--- src/design/hhd_pkg.sv ---
`timescale 1ns / 1ps
`default_nettype none

package hhd_pkg;

    localparam int unsigned BYTE_W    = 8;
    localparam int unsigned LEN_W     = 16;
    localparam int unsigned KIND_W    = 2;
    localparam int unsigned HCOUNT_W  = 3;

    localparam logic [LEN_W-1:0] MAX_PAYLOAD_RST = 16'd1024;

    localparam logic [KIND_W-1:0] KIND_CMD   = 2'd0;
    localparam logic [KIND_W-1:0] KIND_ACL   = 2'd1;
    localparam logic [KIND_W-1:0] KIND_SCO   = 2'd2;
    localparam logic [KIND_W-1:0] KIND_EVENT = 2'd3;

    localparam logic [BYTE_W-1:0] TYPE_CODE_FIRST = 8'd1;
    localparam logic [BYTE_W-1:0] TYPE_CODE_LAST  = 8'd4;

    // ACL low length byte sits at this header position (counted from 1)
    localparam logic [HCOUNT_W-1:0] ACL_LEN_LOW_POS = 3'd3;

    typedef enum logic [1:0] {
        PH_IDLE    = 2'd0,
        PH_HEADER  = 2'd1,
        PH_PAYLOAD = 2'd2
    } t_phase;

    typedef enum logic [2:0] {
        ST_TYPE     = 3'd0,
        ST_HEADER   = 3'd1,
        ST_PAYLOAD  = 3'd2,
        ST_UNKNOWN  = 3'd3,
        ST_OVERSIZE = 3'd4
    } t_status;

    typedef struct packed {
        t_status             status;
        logic [KIND_W-1:0]   packet_kind;
        logic [BYTE_W-1:0]   data_byte;
        logic [LEN_W-1:0]    payload_length;
        logic                last;
    } t_result;

    // header bytes following the type byte, per packet kind
    function automatic logic [HCOUNT_W-1:0] header_total(input logic [KIND_W-1:0] kind);
        logic [HCOUNT_W-1:0] total;
        case (kind)
            KIND_CMD:   total = 3'd3;
            KIND_ACL:   total = 3'd4;
            KIND_SCO:   total = 3'd3;
            KIND_EVENT: total = 3'd2;
            default:    total = 3'd3;
        endcase
        return total;
    endfunction

endpackage

`default_nettype wire

--- src/design/hhd_in_stage.sv ---
`timescale 1ns / 1ps
`default_nettype none

module hhd_in_stage (
    input  wire logic                       i_clk,
    input  wire logic                       i_rst_n,
    input  wire logic                       i_in_valid,
    output logic                            o_in_stall,
    input  wire logic [hhd_pkg::BYTE_W-1:0] i_rx_byte,
    input  wire logic                       i_adv,
    output logic                            o_valid,
    output logic [hhd_pkg::BYTE_W-1:0]      o_byte
);
    import hhd_pkg::*;

    logic              r_valid;
    logic              n_valid;
    logic [BYTE_W-1:0] r_byte;
    logic              accept;

    // held beat blocks a new one only if it cannot move on this cycle
    assign o_in_stall = r_valid && !i_adv;
    assign accept     = i_in_valid && !o_in_stall;

    always_comb begin
        if (accept) begin
            n_valid = 1'b1;
        end else if (i_adv) begin
            n_valid = 1'b0;
        end else begin
            n_valid = r_valid;
        end
    end

    always_ff @(posedge i_clk) begin
        if (!i_rst_n) begin
            r_valid <= 1'b0;
        end else begin
            r_valid <= n_valid;
        end
    end

    always_ff @(posedge i_clk) begin
        if (accept) begin
            r_byte <= i_rx_byte;
        end
    end

    assign o_valid = r_valid;
    assign o_byte  = r_byte;

endmodule

`default_nettype wire

--- src/design/hhd_parser.sv ---
`timescale 1ns / 1ps
`default_nettype none

module hhd_parser (
    input  wire logic                       i_clk,
    input  wire logic                       i_rst_n,
    input  wire logic                       i_cfg_we,
    input  wire logic [hhd_pkg::LEN_W-1:0]  i_cfg_wdata,
    input  wire logic                       i_adv,
    input  wire logic [hhd_pkg::BYTE_W-1:0] i_byte,
    output hhd_pkg::t_result                o_result
);
    import hhd_pkg::*;

    t_phase              r_phase;
    t_phase              n_phase;
    logic [KIND_W-1:0]   r_kind;
    logic [KIND_W-1:0]   n_kind;
    logic [HCOUNT_W-1:0] r_header_count;
    logic [HCOUNT_W-1:0] n_header_count;
    logic [BYTE_W-1:0]   r_length_low;
    logic [BYTE_W-1:0]   n_length_low;
    logic [LEN_W-1:0]    r_payload_remaining;
    logic [LEN_W-1:0]    n_payload_remaining;
    logic [LEN_W-1:0]    r_length_seen;
    logic [LEN_W-1:0]    n_length_seen;
    logic [LEN_W-1:0]    r_max_payload;

    logic [HCOUNT_W-1:0] hc_inc;
    logic                hdr_more;
    logic [LEN_W-1:0]    len_dec;
    logic                oversize;
    logic                len_zero;
    logic [LEN_W-1:0]    rem_dec;
    logic                pay_end;
    logic                type_ok;
    logic [KIND_W-1:0]   type_kind;

    assign hc_inc    = r_header_count + 3'd1;
    assign hdr_more  = hc_inc < header_total(r_kind);
    assign len_dec   = (r_kind == KIND_ACL) ? {i_byte, r_length_low}
                                            : {{(LEN_W-BYTE_W){1'b0}}, i_byte};
    assign oversize  = len_dec > r_max_payload;
    assign len_zero  = len_dec == '0;
    assign rem_dec   = r_payload_remaining - 16'd1;
    assign pay_end   = rem_dec == '0;
    assign type_ok   = i_byte inside {[TYPE_CODE_FIRST:TYPE_CODE_LAST]};
    assign type_kind = KIND_W'(i_byte - 8'd1);

    // next state
    always_comb begin
        n_phase             = r_phase;
        n_kind              = r_kind;
        n_header_count      = r_header_count;
        n_length_low        = r_length_low;
        n_payload_remaining = r_payload_remaining;
        n_length_seen       = r_length_seen;
        case (r_phase)
            PH_HEADER: begin
                n_header_count = hc_inc;
                if (hdr_more) begin
                    if (r_kind == KIND_ACL && hc_inc == ACL_LEN_LOW_POS) begin
                        n_length_low = i_byte;
                    end
                end else begin
                    n_length_seen = len_dec;
                    if (oversize || len_zero) begin
                        n_phase = PH_IDLE;
                    end else begin
                        n_payload_remaining = len_dec;
                        n_phase             = PH_PAYLOAD;
                    end
                end
            end
            PH_PAYLOAD: begin
                n_payload_remaining = rem_dec;
                if (pay_end) begin
                    n_phase = PH_IDLE;
                end
            end
            default: begin
                n_phase = PH_IDLE;
                if (type_ok) begin
                    n_kind              = type_kind;
                    n_header_count      = '0;
                    n_length_low        = '0;
                    n_length_seen       = '0;
                    n_payload_remaining = '0;
                    n_phase             = PH_HEADER;
                end
            end
        endcase
    end

    // result for the byte now in the input register
    always_comb begin
        o_result.data_byte      = i_byte;
        o_result.packet_kind    = r_kind;
        o_result.payload_length = '0;
        o_result.last           = 1'b0;
        o_result.status         = ST_HEADER;
        case (r_phase)
            PH_HEADER: begin
                if (!hdr_more) begin
                    if (oversize) begin
                        o_result.status         = ST_OVERSIZE;
                        o_result.payload_length = len_dec;
                        o_result.last           = 1'b1;
                    end else if (len_zero) begin
                        o_result.last = 1'b1;
                    end else begin
                        o_result.payload_length = len_dec;
                    end
                end
            end
            PH_PAYLOAD: begin
                o_result.status         = ST_PAYLOAD;
                o_result.payload_length = r_length_seen;
                o_result.last           = pay_end;
            end
            default: begin
                if (type_ok) begin
                    o_result.status      = ST_TYPE;
                    o_result.packet_kind = type_kind;
                end else begin
                    o_result.status      = ST_UNKNOWN;
                    o_result.packet_kind = KIND_CMD;
                    o_result.last        = 1'b1;
                end
            end
        endcase
    end

    always_ff @(posedge i_clk) begin
        if (!i_rst_n) begin
            r_phase             <= PH_IDLE;
            r_kind              <= '0;
            r_header_count      <= '0;
            r_length_low        <= '0;
            r_payload_remaining <= '0;
            r_length_seen       <= '0;
        end else if (i_adv) begin
            r_phase             <= n_phase;
            r_kind              <= n_kind;
            r_header_count      <= n_header_count;
            r_length_low        <= n_length_low;
            r_payload_remaining <= n_payload_remaining;
            r_length_seen       <= n_length_seen;
        end
    end

    always_ff @(posedge i_clk) begin
        if (!i_rst_n) begin
            r_max_payload <= MAX_PAYLOAD_RST;
        end else if (i_cfg_we) begin
            r_max_payload <= i_cfg_wdata;
        end
    end

endmodule

`default_nettype wire

--- src/design/hhd_out_stage.sv ---
`timescale 1ns / 1ps
`default_nettype none

module hhd_out_stage (
    input  wire logic             i_clk,
    input  wire logic             i_rst_n,
    input  wire logic             i_load,
    input  wire hhd_pkg::t_result i_result,
    output logic                  o_free,
    output logic                  o_out_valid,
    input  wire logic             i_out_stall,
    output hhd_pkg::t_result      o_result
);
    import hhd_pkg::*;

    logic    r_valid;
    logic    n_valid;
    t_result r_result;

    // free when empty or when the held beat leaves this cycle
    assign o_free = !r_valid || !i_out_stall;

    always_comb begin
        if (i_load) begin
            n_valid = 1'b1;
        end else if (!i_out_stall) begin
            n_valid = 1'b0;
        end else begin
            n_valid = r_valid;
        end
    end

    always_ff @(posedge i_clk) begin
        if (!i_rst_n) begin
            r_valid <= 1'b0;
        end else begin
            r_valid <= n_valid;
        end
    end

    always_ff @(posedge i_clk) begin
        if (i_load) begin
            r_result <= i_result;
        end
    end

    assign o_out_valid = r_valid;
    assign o_result    = r_result;

endmodule

`default_nettype wire

--- src/design/hci_h4_packet_deframer_unit.sv ---
// HCI H4 receive deframer.
// Input channel: i_in_valid / o_in_stall carry one received byte (i_rx_byte)
// per beat. Output channel: o_out_valid / i_out_stall carry one tagged beat
// per input byte: status (type, header, payload, unknown type dropped,
// oversize dropped), packet kind, the byte itself, the decoded payload
// length and a last flag on the final byte of a packet or dropped frame.
// i_cfg_we / i_cfg_wdata write the max payload length; write it only while
// no bytes are in flight.
// A byte accepted into the input register is parsed and loaded into the
// output register, from which it is offered on the output.
// Throughput: one byte per cycle unless the receiver stalls; the parse
// and state update form a single stage between the two registers.
// Reset (synchronous, active low) empties both registers, returns the
// parser to waiting for a type byte and sets max payload to 1024.
// When the receiver stalls, the output beat holds; the input register then
// keeps one more byte and o_in_stall rises until the output drains.
`timescale 1ns / 1ps
`default_nettype none

module hci_h4_packet_deframer_unit (
    input  wire logic                       i_clk,
    input  wire logic                       i_rst_n,
    input  wire logic                       i_cfg_we,
    input  wire logic [hhd_pkg::LEN_W-1:0]  i_cfg_wdata,
    input  wire logic                       i_in_valid,
    output logic                            o_in_stall,
    input  wire logic [hhd_pkg::BYTE_W-1:0] i_rx_byte,
    output logic                            o_out_valid,
    input  wire logic                       i_out_stall,
    output logic [2:0]                      o_status,
    output logic [hhd_pkg::KIND_W-1:0]      o_packet_kind,
    output logic [hhd_pkg::BYTE_W-1:0]      o_data_byte,
    output logic [hhd_pkg::LEN_W-1:0]       o_payload_length,
    output logic                            o_last
);
    import hhd_pkg::*;

    logic              in_valid;
    logic [BYTE_W-1:0] in_byte;
    logic              out_free;
    logic              adv;
    t_result           parse_result;
    t_result           out_result;

    assign adv = in_valid && out_free;

    hhd_in_stage u_in_stage (
        .i_clk      (i_clk),
        .i_rst_n    (i_rst_n),
        .i_in_valid (i_in_valid),
        .o_in_stall (o_in_stall),
        .i_rx_byte  (i_rx_byte),
        .i_adv      (adv),
        .o_valid    (in_valid),
        .o_byte     (in_byte)
    );

    hhd_parser u_parser (
        .i_clk       (i_clk),
        .i_rst_n     (i_rst_n),
        .i_cfg_we    (i_cfg_we),
        .i_cfg_wdata (i_cfg_wdata),
        .i_adv       (adv),
        .i_byte      (in_byte),
        .o_result    (parse_result)
    );

    hhd_out_stage u_out_stage (
        .i_clk       (i_clk),
        .i_rst_n     (i_rst_n),
        .i_load      (adv),
        .i_result    (parse_result),
        .o_free      (out_free),
        .o_out_valid (o_out_valid),
        .i_out_stall (i_out_stall),
        .o_result    (out_result)
    );

    assign o_status         = out_result.status;
    assign o_packet_kind    = out_result.packet_kind;
    assign o_data_byte      = out_result.data_byte;
    assign o_payload_length = out_result.payload_length;
    assign o_last           = out_result.last;

endmodule

`default_nettype wire
--- config.mk ---
export PLATFORM = sky130hd
export DESIGN_NAME = hci_h4_packet_deframer_unit
export DESIGN_NICKNAME = d
export VERILOG_FILES = /design/src/design/hhd_pkg.sv /design/src/design/hhd_in_stage.sv /design/src/design/hhd_parser.sv /design/src/design/hhd_out_stage.sv /design/src/design/hci_h4_packet_deframer_unit.sv
export SDC_FILE = /design/constraint.sdc
export NUM_CORES = 1
export LEC_CHECK = 0
export BUFFER_PORTS_ARGS = -buffer_cell sky130_fd_sc_hd__buf_2
export CORE_UTILIZATION = 40
export DETAILED_ROUTE_END_ITERATION = 8
export PLACE_DENSITY = 0.57
export SETUP_SLACK_MARGIN = 0.02
export SYNTH_ARGS = -nofsm -noshare
export SYNTH_HDL_FRONTEND = slang
export SYNTH_SLANG_ARGS = --single-unit
--- constraint.sdc ---
create_clock -name i_clk -period 3.6 [get_ports i_clk]
set_input_delay 0.18 -clock i_clk [delete_from_list [all_inputs] [get_ports i_clk]]
set_output_delay 0.18 -clock i_clk [all_outputs]
set_load 0.1 [all_outputs]
# ---- Yosys cells after proc, flatten, opt, wreduce, memory -nomap -nowiden
# Index checks and enable logic that the tools add are counted.
dict set report word_totals {
  reg_bits 103
  in_bits 29
  out_inout_bits 32
  word_cells 96
}
dict set report classes {
  n_addsub 3
  magnitude_cmp 4
  eq_ne 12
  n_mux 35
  n_bitwise 2
  n_reduce_logical 25
}
# operator count
set ops {}
lappend ops {{16-bit 2-to-1 mux} 6}
lappend ops {{16-bit case mux with 2 select lines} 3}
lappend ops {{17-bit 2-to-1 mux} 2}
lappend ops {{16-bit logical NOT} 2}
lappend ops {{8-bit 2-to-1 mux} 3}
lappend ops {{16-bit greater-than comparator} 1}
lappend ops {{8-bit case mux with 2 select lines} 1}
lappend ops {{16-bit by 1-bit subtractor with 16-bit output (second input constant)} 1}
lappend ops {{3-bit case mux with 2 select lines} 2}
lappend ops {{3-bit 2-to-1 mux} 3}
lappend ops {{3-bit case mux with 3 select lines} 1}
lappend ops {{3-bit AND reduction} 3}
lappend ops {{8-bit by 1-bit >= comparator with 1-bit output (second input constant)} 1}
lappend ops {{8-bit by 3-bit less-or-equal comparator with 1-bit output (second input constant)} 1}
lappend ops {{2-bit 2-to-1 mux} 4}
lappend ops {{2-bit by 1-bit inequality test with 1-bit output (second input constant)} 4}
lappend ops {{4-bit AND reduction} 2}
lappend ops {{1-bit 2-to-1 mux} 7}
lappend ops {{2-bit equality test (second input constant)} 3}
lappend ops {{1-bit logical AND} 5}
lappend ops {{5-bit AND reduction} 1}
lappend ops {{2-bit by 1-bit equality test with 1-bit output (second input constant)} 2}
lappend ops {{1-bit logical NOT} 4}
lappend ops {{4-bit 2-to-1 mux} 1}
lappend ops {{other kinds (13)} 18}

# ---- Longest topological paths before layout
# Gate-level depths: netlist of the first run.
dict set report logic_depth {
  word_depth 8
  mapped_depth 15
  depth_no_buf 13
}

# ---- Hierarchy
# From an unflattened synthesis of the first run, not the netlist that was laid out.
dict set report unflattened {
  cells_unflattened 580
  hier_area_um2 5392.7
}
# mod n_inst cells_each area_each_um2 seq_area_each_um2
set modules_own_cells {}
lappend modules_own_cells {hhd_parser 1 533 4162.7 1261.2}
lappend modules_own_cells {hhd_out_stage 1 34 935.9 920.9}
lappend modules_own_cells {hhd_in_stage 1 12 287.8 260.2}
lappend modules_own_cells {hci_h4_packet_deframer_unit 1 1 6.3 0.0}

# ---- Worst setup path after synthesis of the first run
# No wires, ideal clock.
dict set report synth_timing {
  path_type {register to register}
  start {reg u_parser.r_kind[1]}
  end {reg u_parser.r_payload_remaining[3]}
  setup_ns 0.122
  t_arrival_ns 3.069
  slack_ns 0.409
  path_stages_with_launch 15
  path_buffers 1
  period_less_slack_ns 3.191
  path_cell_list {dfxtp_1 > nand2b_1 > inv_1 > clkbuf_1 > nor2_1 > a21oi_1 > inv_1 > ha_1 > nor2b_1 > o211ai_1 > a211oi_1 > a2111o_1 > a211oi_2 > o21ai_4 > o311a_1}
}
dict set report synth_via {
  elab_chain_len 6
  elab_cells_between_ends 17
  cone_classes {order compare (2); eq/ne (5); mux (5); reduce/logical (5)}
}
# element line_no
set synth_lines {}
lappend synth_lines {{start, declared} hhd_parser.sv:17} ;# logic [KIND_W-1:0] r_kind;
lappend synth_lines {{start signal, assigned} hhd_parser.sv:144} ;# r_kind <= n_kind;
lappend synth_lines {{2-bit by 1-bit equality test with 1-bit output (tied with other cells)} {hhd_pkg.sv:49, hhd_parser.sv:41}}
lappend synth_lines {{16-bit 2-to-1 mux or 2-bit OR reduction (tied branches)} --}
lappend synth_lines {{16-bit greater-than comparator (tied with other cells)} hhd_parser.sv:43} ;# assign oversize = len_dec > r_max_payload;
lappend synth_lines {{1-bit logical OR or 3-bit < comparator (tied branches)} {hhd_parser.sv:67, hhd_parser.sv:40}}
lappend synth_lines {{2-bit inequality test (no source line)} --}
lappend synth_lines {{4-bit AND reduction (no source line)} --}
lappend synth_lines {{end signal, assigned} hhd_parser.sv:147} ;# r_payload_remaining <= n_payload_remaining;
lappend synth_lines {{end, declared} hhd_parser.sv:23} ;# logic [LEN_W-1:0] r_payload_remaining;
# Several ways; a longest one is shown, not always the timed one. The select of a mux whose other input is x is not followed.
# A chain may end at the register's enable or synchronous reset.

# ---- Worst setup path after layout of the first run
dict set report layout_timing {
  start {reg u_parser.r_kind[1]}
  end {reg u_parser.r_payload_remaining[5]}
}
# The elaborated chain is that of the path after synthesis.

==> results of run 1 <==
-- synth_stat cells, types with 4 or more instances --
cell type,n,area share [%]
and2_1,7,0.81
xnor2_1,5,0.81
nand2b_1,5,0.58
dfxtp_1,65,24
nand2_1,51,3.6
o21ai_0,16,1.5
nand4_1,14,1.6
nor2b_1,4,0.47
a22oi_1,7,0.98
or3_1,7,0.81
nor3_1,6,0.56
ha_1,27,6.3
a211oi_1,10,1.4
mux2i_1,19,3.5
nor4_1,6,0.70
o211ai_1,12,1.7
nand3_1,24,2.2
and3_1,4,0.47
mux2_2,6,1.3
inv_1,31,2.2
edfxtp_1,38,21
nand3b_1,4,0.56
xor2_1,4,0.65
clkbuf_1,28,2.0
a21oi_1,57,5.3
a22o_1,13,2.1
nor2_1,59,4.1
-- stage by stage --
step	hold slack, ns	cell area (sq um)	instances	setup slack [ns]
3_3_place_gp	0.356	5920	800	0.293
5_1_grt	0.0601	6320	824	0.0945
6_report	0.0420	6320	824	0.256
4_1_cts	0.0333	6310	824	0.202
3_5_place_dp	0.358	5920	800	0.224
2_1_floorplan	0.279	5370	579	0.409
-- flip-flops by register name, indices dropped and copies added, names as in the netlist --
name and flops:
u_parser.r_payload_remaining 16, u_parser.r_kind 2, u_parser.r_max_payload 16, u_parser.r_phase 2, u_out_stage.o_out_valid 1, u_in_stage.o_valid 1, u_out_stage.o_result 30, u_parser.r_header_count 3
u_parser.r_length_seen 16, u_in_stage.o_byte 8, u_parser.r_length_low 8
-- worst max-delay path, stage by stage, from the launching register on --
cell	delay, ns
dfxtp_1	0.35
nand2b_1	0.15
buf_4	0.21
mux2_2	0.41
ha_1	0.31
a21oi_1	0.18
o21a_1	0.13
o2bb2ai_1	0.07
a2111o_1	0.48
or4_4	0.55
and3b_1	0.22
a311oi_2	0.21
-- timing repair --
action | CTS | global route
setup endpoints to repair | 0 | 10
endpoints found under the hold margin | 8 | 0
resized for setup | 0 | 2
hold buffers | 8 | 0
-- cells by family (layout without fill, tap and decap cells) --
family | after synthesis | count (layout) | share of synthesized area [%]
AND/OR/NAND/NOR | 207 | 207 | 19.4
AO/OA/AOI/OAI | 141 | 141 | 17.6
flip-flops | 103 | 103 | 45.4
buffers and inverters | 67 | 140 | 4.96
adder cells (fa/ha/maj) | 27 | 27 | 6.29
multiplexers | 25 | 25 | 4.80
XOR/XNOR | 9 | 9 | 1.47
-- power by group --
group,switching [mW],total [mW],internal [mW]
clock network,0.475,1.03,0.555
logic,0.210,0.286,0.0758
registers,0.0206,1.26,1.24
total,0.706,2.57,1.87
-- placed cells by master (no fill, tap or decap), types with 7 or more instances in the layout --
cell type	n
clkbuf_16	9
a21oi_1	56
inv_1	30
buf_4	24
edfxtp_1	38
nand2_1	51
buf_2	60
dlygate4sd3_1	8
nor2_1	59
a22oi_1	7
nand4_1	14
ha_1	27
a22o_1	13
nand3_1	24
dfxtp_1	65
o21ai_0	15
or3_1	7
a211oi_1	10
o211ai_1	12
and2_1	7
mux2i_1	19
-- worst max path at each step --
stage                            start  cells after the start  slack [ns]                               to
floorplan           u_parser.r_kind[1]                     14        0.41  u_parser.r_payload_remaining[3]
global placement    u_parser.r_kind[1]                     11        0.29  u_parser.r_payload_remaining[5]
finish              u_parser.r_kind[1]                     11        0.26  u_parser.r_payload_remaining[5]
detailed placement  u_parser.r_kind[1]                     11        0.22  u_parser.r_payload_remaining[5]
global route        u_parser.r_kind[1]                     11        0.09  u_parser.r_payload_remaining[5]
CTS                 u_parser.r_kind[1]                     13        0.20  u_parser.r_payload_remaining[5]
-- layout make-up --
type | instances | area (sq um) | share of cell area, %
multi-input cells | 409 | 2670 | 42.3
flip-flops and latches | 103 | 2440 | 38.7
repair buffers | 92 | 561 | 8.87
clock buffers | 9 | 225 | 3.57
well taps | 172 | 215 | 3.41
inverters | 32 | 120 | 1.90
clock inverters | 7 | 83.8 | 1.33
-- per-layer routing --
| layer | routed length [microns] | share of wire [%] |
|---|---|---|
| met1 | 6870 | 46 |
| met2 | 6790 | 46 |
| met3 | 900 | 6.0 |
| met4 | 365 | 2.4 |
| met5 | 0 | 0 |
==> metrics, run 1 <==
TritonCTS Buffers 9; final hold violation count 0; max-slew violations 0; Req. time, crit path 3.88 ns; synthesis-stage register bit count 103; Final TNS setup 0 ns; Core ar. 12,900 sq um; Synth Flop Type dfxtp_1; Slew HR 21.1%; most crowded layer after global routing met2; GR Util met2 34.9%; routability congestion estimate 0.945; RSZ-0062 raised after global routing no; critical path launch point type flip-flop; io pins 61; Final Total Pwr 2.57 mW; sequential element share of the synthesized area 45.4%; power per cell area 408 nW/um^2; starting density of the core 41.7%; mean routed wirelength per cell 18.1 microns; met3 Use GR 4.02%; CTS sink cnt 103; clock skew 0.00729 ns; setup bufs post-CTS 0; Mapped Nets 635; # fillers 1,246; MaxCap Viol Count 0; CTS root buf clkbuf_16; Max Root-Sink Buffers 2; WHS Endpoint u_in_stage.o_valid; Syn. warnings 0; number of DRC markers in iteration 0 406; Clock transition at path regs 0.07 ns; synthesized cell area 5370 sq um; first-pass GRT wire length 23,900 microns; layout cell share with drive strength beyond 1 18.3%; Clk Latency, worst-skew pair 0.36 ns; Post-synth EDFFs 38; RR Startpoint u_parser.r_kind[1]; row count 41; via count 4,658; DRT antenna net count 0; antenna cells 0; largest net degree at the start of global routing 61; grt met1 use 30.0%; PortBufs 60; Cell variety after synth 60; hold_sp i_in_valid; Final HPWL DP 10,700 microns; Worst Path Class, Setup reg -> reg; VDD IR max 0.259 mV; Die H 118 microns; FF-to-FF path depth 11; number of global-route vias before repair 4,477; DRC 0; fin crit period 3.34 ns; Critical Path AT 3.62 ns; outcome complete, no violations; Cells after Synth 579; Initial DRT Pass Iterations 5; crit-path max FO 12; Syn Area/Cell 9.28 sq um; CTS tree yes; Post-synth ARST share 0%; RR Endpoint u_parser.r_payload_remaining[5]; Post-Route WL 14,900 microns; worst hold path class in -> reg; initial antenna violation count 0; fin crit share 92.9%; Die Area 13,900 sq um; Leakage 2.44 nW; grt ovf 0; Nets 703; # setup viols final 0; maximum clock frequency 299 MHz; Worst R2R Setup Slack 0.26 ns; H-tree depth 3; Via density 5.65; DIE WIDTH 118 microns; actual slew at the worst max-slew pin 1.18 ns; area grow syn2layout 17.5%; Critical Path Sink Type flip-flop; GRT Overall Usage 22.2%; Util after Layout 49.1%; hold depth 3
No activity file was read; power rests on OpenSTA's default activity.
==> run 2, diff against run 1 <==
- BUFFER_PORTS_ARGS: -buffer_cell sky130_fd_sc_hd__buf_2 -> not set
- DONT_BUFFER_PORTS: not set -> 1
- PLACE_DENSITY: 0.57 -> 0.53
==> run 2 against run 1 <==
Non-clock buffer count down 21. Via count down 1.2%. Combinational power down 32%. Final area up 0.69%. Clock power down 9.6%. Sequential share of layout area down 0.27 points. Count of clock-buffer cells in the layout up 3. Critical path depth unchanged. Routed wire length up 3.3%. Worst hold slack worse by 0.016 ns. Critical endpoint unchanged. Largest power group unchanged.
==> metrics, run 2 (synthesized netlist as in run 1, its figures left out) <==
outcome complete, no violations; RR Startpoint u_parser.r_kind[1]; row count 41; Leakage 2.34 nW; Power Internal 1.82 mW; area grow syn2layout 18.3%; mean routed wirelength per cell 19.2 microns; # setup viols final 0; VDD IR max 0.267 mV; switching share of power 26.8%; DP Area 5660 sq um; crit-path max FO 12; Via density 5.73; hold depth 2; clock network fraction of design power 37.4%; GRT Overall Usage 22.9%; FF-to-FF path depth 11; H-tree depth 3; via count 4,600; worst hold path class in -> reg; DRC 0; final hold violation count 0; # fillers 1,218; Die H 118 microns; CTS tree yes; io pins 61; initial antenna violation count 0; WHS Endpoint u_parser.r_phase[1]; layout cell share with drive strength beyond 1 9.67%; Worst Path Class, Setup reg -> reg; combinational power share 7.8%; Die Area 13,900 sq um; hold_sp i_rst_n; proportion of power drawn by flip-flops and latches 54.8%; clock skew 0.00624 ns; Slew HR 17.7%; CTS sink cnt 103; MaxCap Viol Count 0; RR Endpoint u_parser.r_payload_remaining[5]; most common cell after layout, fill and taps aside dfxtp_1; number of flip-flops under the largest register name 30; Critical Path AT 3.62 ns; routability congestion estimate 0.901; Nets 682; Final TNS setup 0 ns; power per cell area 391 nW/um^2; Initial DRT Pass Iterations 5; Max Root-Sink Buffers 2; grt ovf 0; post-route insts no fill 803; fin crit share 93.4%; most frequent cells in the layout 65 x dfxtp_1, 59 x nor2_1, 57 x a21oi_1; PortBufs 0; max-slew violations 0; number of DRC markers in iteration 0 283; largest net degree at the start of global routing 35; Switch Pwr 0.667 mW; Worst R2R Setup Slack 0.24 ns; Clock transition at path regs 0.07 ns; DRT antenna net count 0; maximum clock frequency 297 MHz; CTS root buf clkbuf_16; Clk Latency, worst-skew pair 0.36 ns; final instance area 6360 sq um; starting density of the core 41.7%; actual slew at the worst max-slew pin 1.23 ns; RSZ-0062 raised after global routing no; DIE WIDTH 118 microns; TritonCTS Buffers 9; Post-Route WL 15,400 microns; Core ar. 12,900 sq um; setup bufs post-CTS 0; Final HPWL DP 10,800 microns; antenna cells 0; fin crit period 3.36 ns; number of global-route vias before repair 4,499; placed cell count 745; Req. time, crit path 3.85 ns; first-pass GRT wire length 24,400 microns; critical path launch point type flip-flop; Critical Path Sink Type flip-flop
==> run 2: metal layers <==
layer	vias to the layer above	wire length, microns	GRT usage, %
li1	2206	-	-
met1	2233	7220	30.3
met2	140	6860	35.1
met3	21	946	6.83
met4	0	386	8.49
met5	-	0	0
==> run 2: what timing repair did <==
action / 4_1_cts / 5_1_grt
gates resized for setup: 0 / 1
setup endpoints to repair: 0 / 3
hold endpoints to repair: 33 / 0
hold buffers: 42 / 0
==> run 2: per-stage QoR <==
step                total power, mW  setup slack [ns]  hold WS (ns)  util, %
finish                         2.49             0.236        0.0260     49.4
global placement               1.53             0.279         0.279     44.0
CTS                            2.50             0.172        0.0142     49.4
floorplan                      1.48             0.409         0.279        -
detailed placement             1.53             0.178         0.279     44.0
global route                   2.57            0.0696        0.0289     49.4
==> run 2: how the worst max path moves through the flow <==
stage | from | end | slack [ns] | cells past startpoint
2_1_floorplan | u_parser.r_kind[1] | u_parser.r_payload_remaining[3] | 0.41 | 14
3_3_place_gp | u_parser.r_kind[1] | u_parser.r_payload_remaining[5] | 0.28 | 11
3_5_place_dp | u_parser.r_kind[1] | u_parser.r_payload_remaining[5] | 0.18 | 11
4_1_cts | u_parser.r_kind[1] | u_parser.r_payload_remaining[5] | 0.17 | 11
5_1_grt | u_parser.r_kind[1] | u_parser.r_payload_remaining[5] | 0.07 | 11
6_report | u_parser.r_kind[1] | u_parser.r_payload_remaining[5] | 0.24 | 11
==> run 2: area by class of cell <==
| class | instances | area, sq um | area share [%] |
|---|---|---|---|
| Clock inverter | 4 | 32.5 | 0.512 |
| Multi-Input combinational cell | 409 | 2670 | 41.9 |
| Timing Repair Buffer | 71 | 638 | 10.0 |
| Tap cell | 172 | 215 | 3.38 |
| Sequential cell | 103 | 2440 | 38.4 |
| Inverter | 32 | 120 | 1.89 |
| Clock buffer | 12 | 246 | 3.88 |
==> run 2: critical path, cell delays in order (launching register included) <==
cell       delay (ns)
dfxtp_1          0.35
nand2b_1         0.16
buf_4            0.20
mux2_2           0.41
ha_1             0.32
a21oi_1          0.13
o21a_1           0.13
o2bb2ai_1        0.07
a2111o_1         0.48
or4_4            0.56
and3b_1          0.22
a311oi_2         0.22
==> run 2: power groups by stage <==
stage,Combinational (mW),Sequential [mW],Clock [mW]
4_1_cts,0.191,1.36,0.946
2_1_floorplan,0.0996,1.38,0
3_3_place_gp,0.144,1.39,0
3_5_place_dp,0.146,1.39,0
6_report,0.194,1.36,0.931
5_1_grt,0.213,1.36,0.996
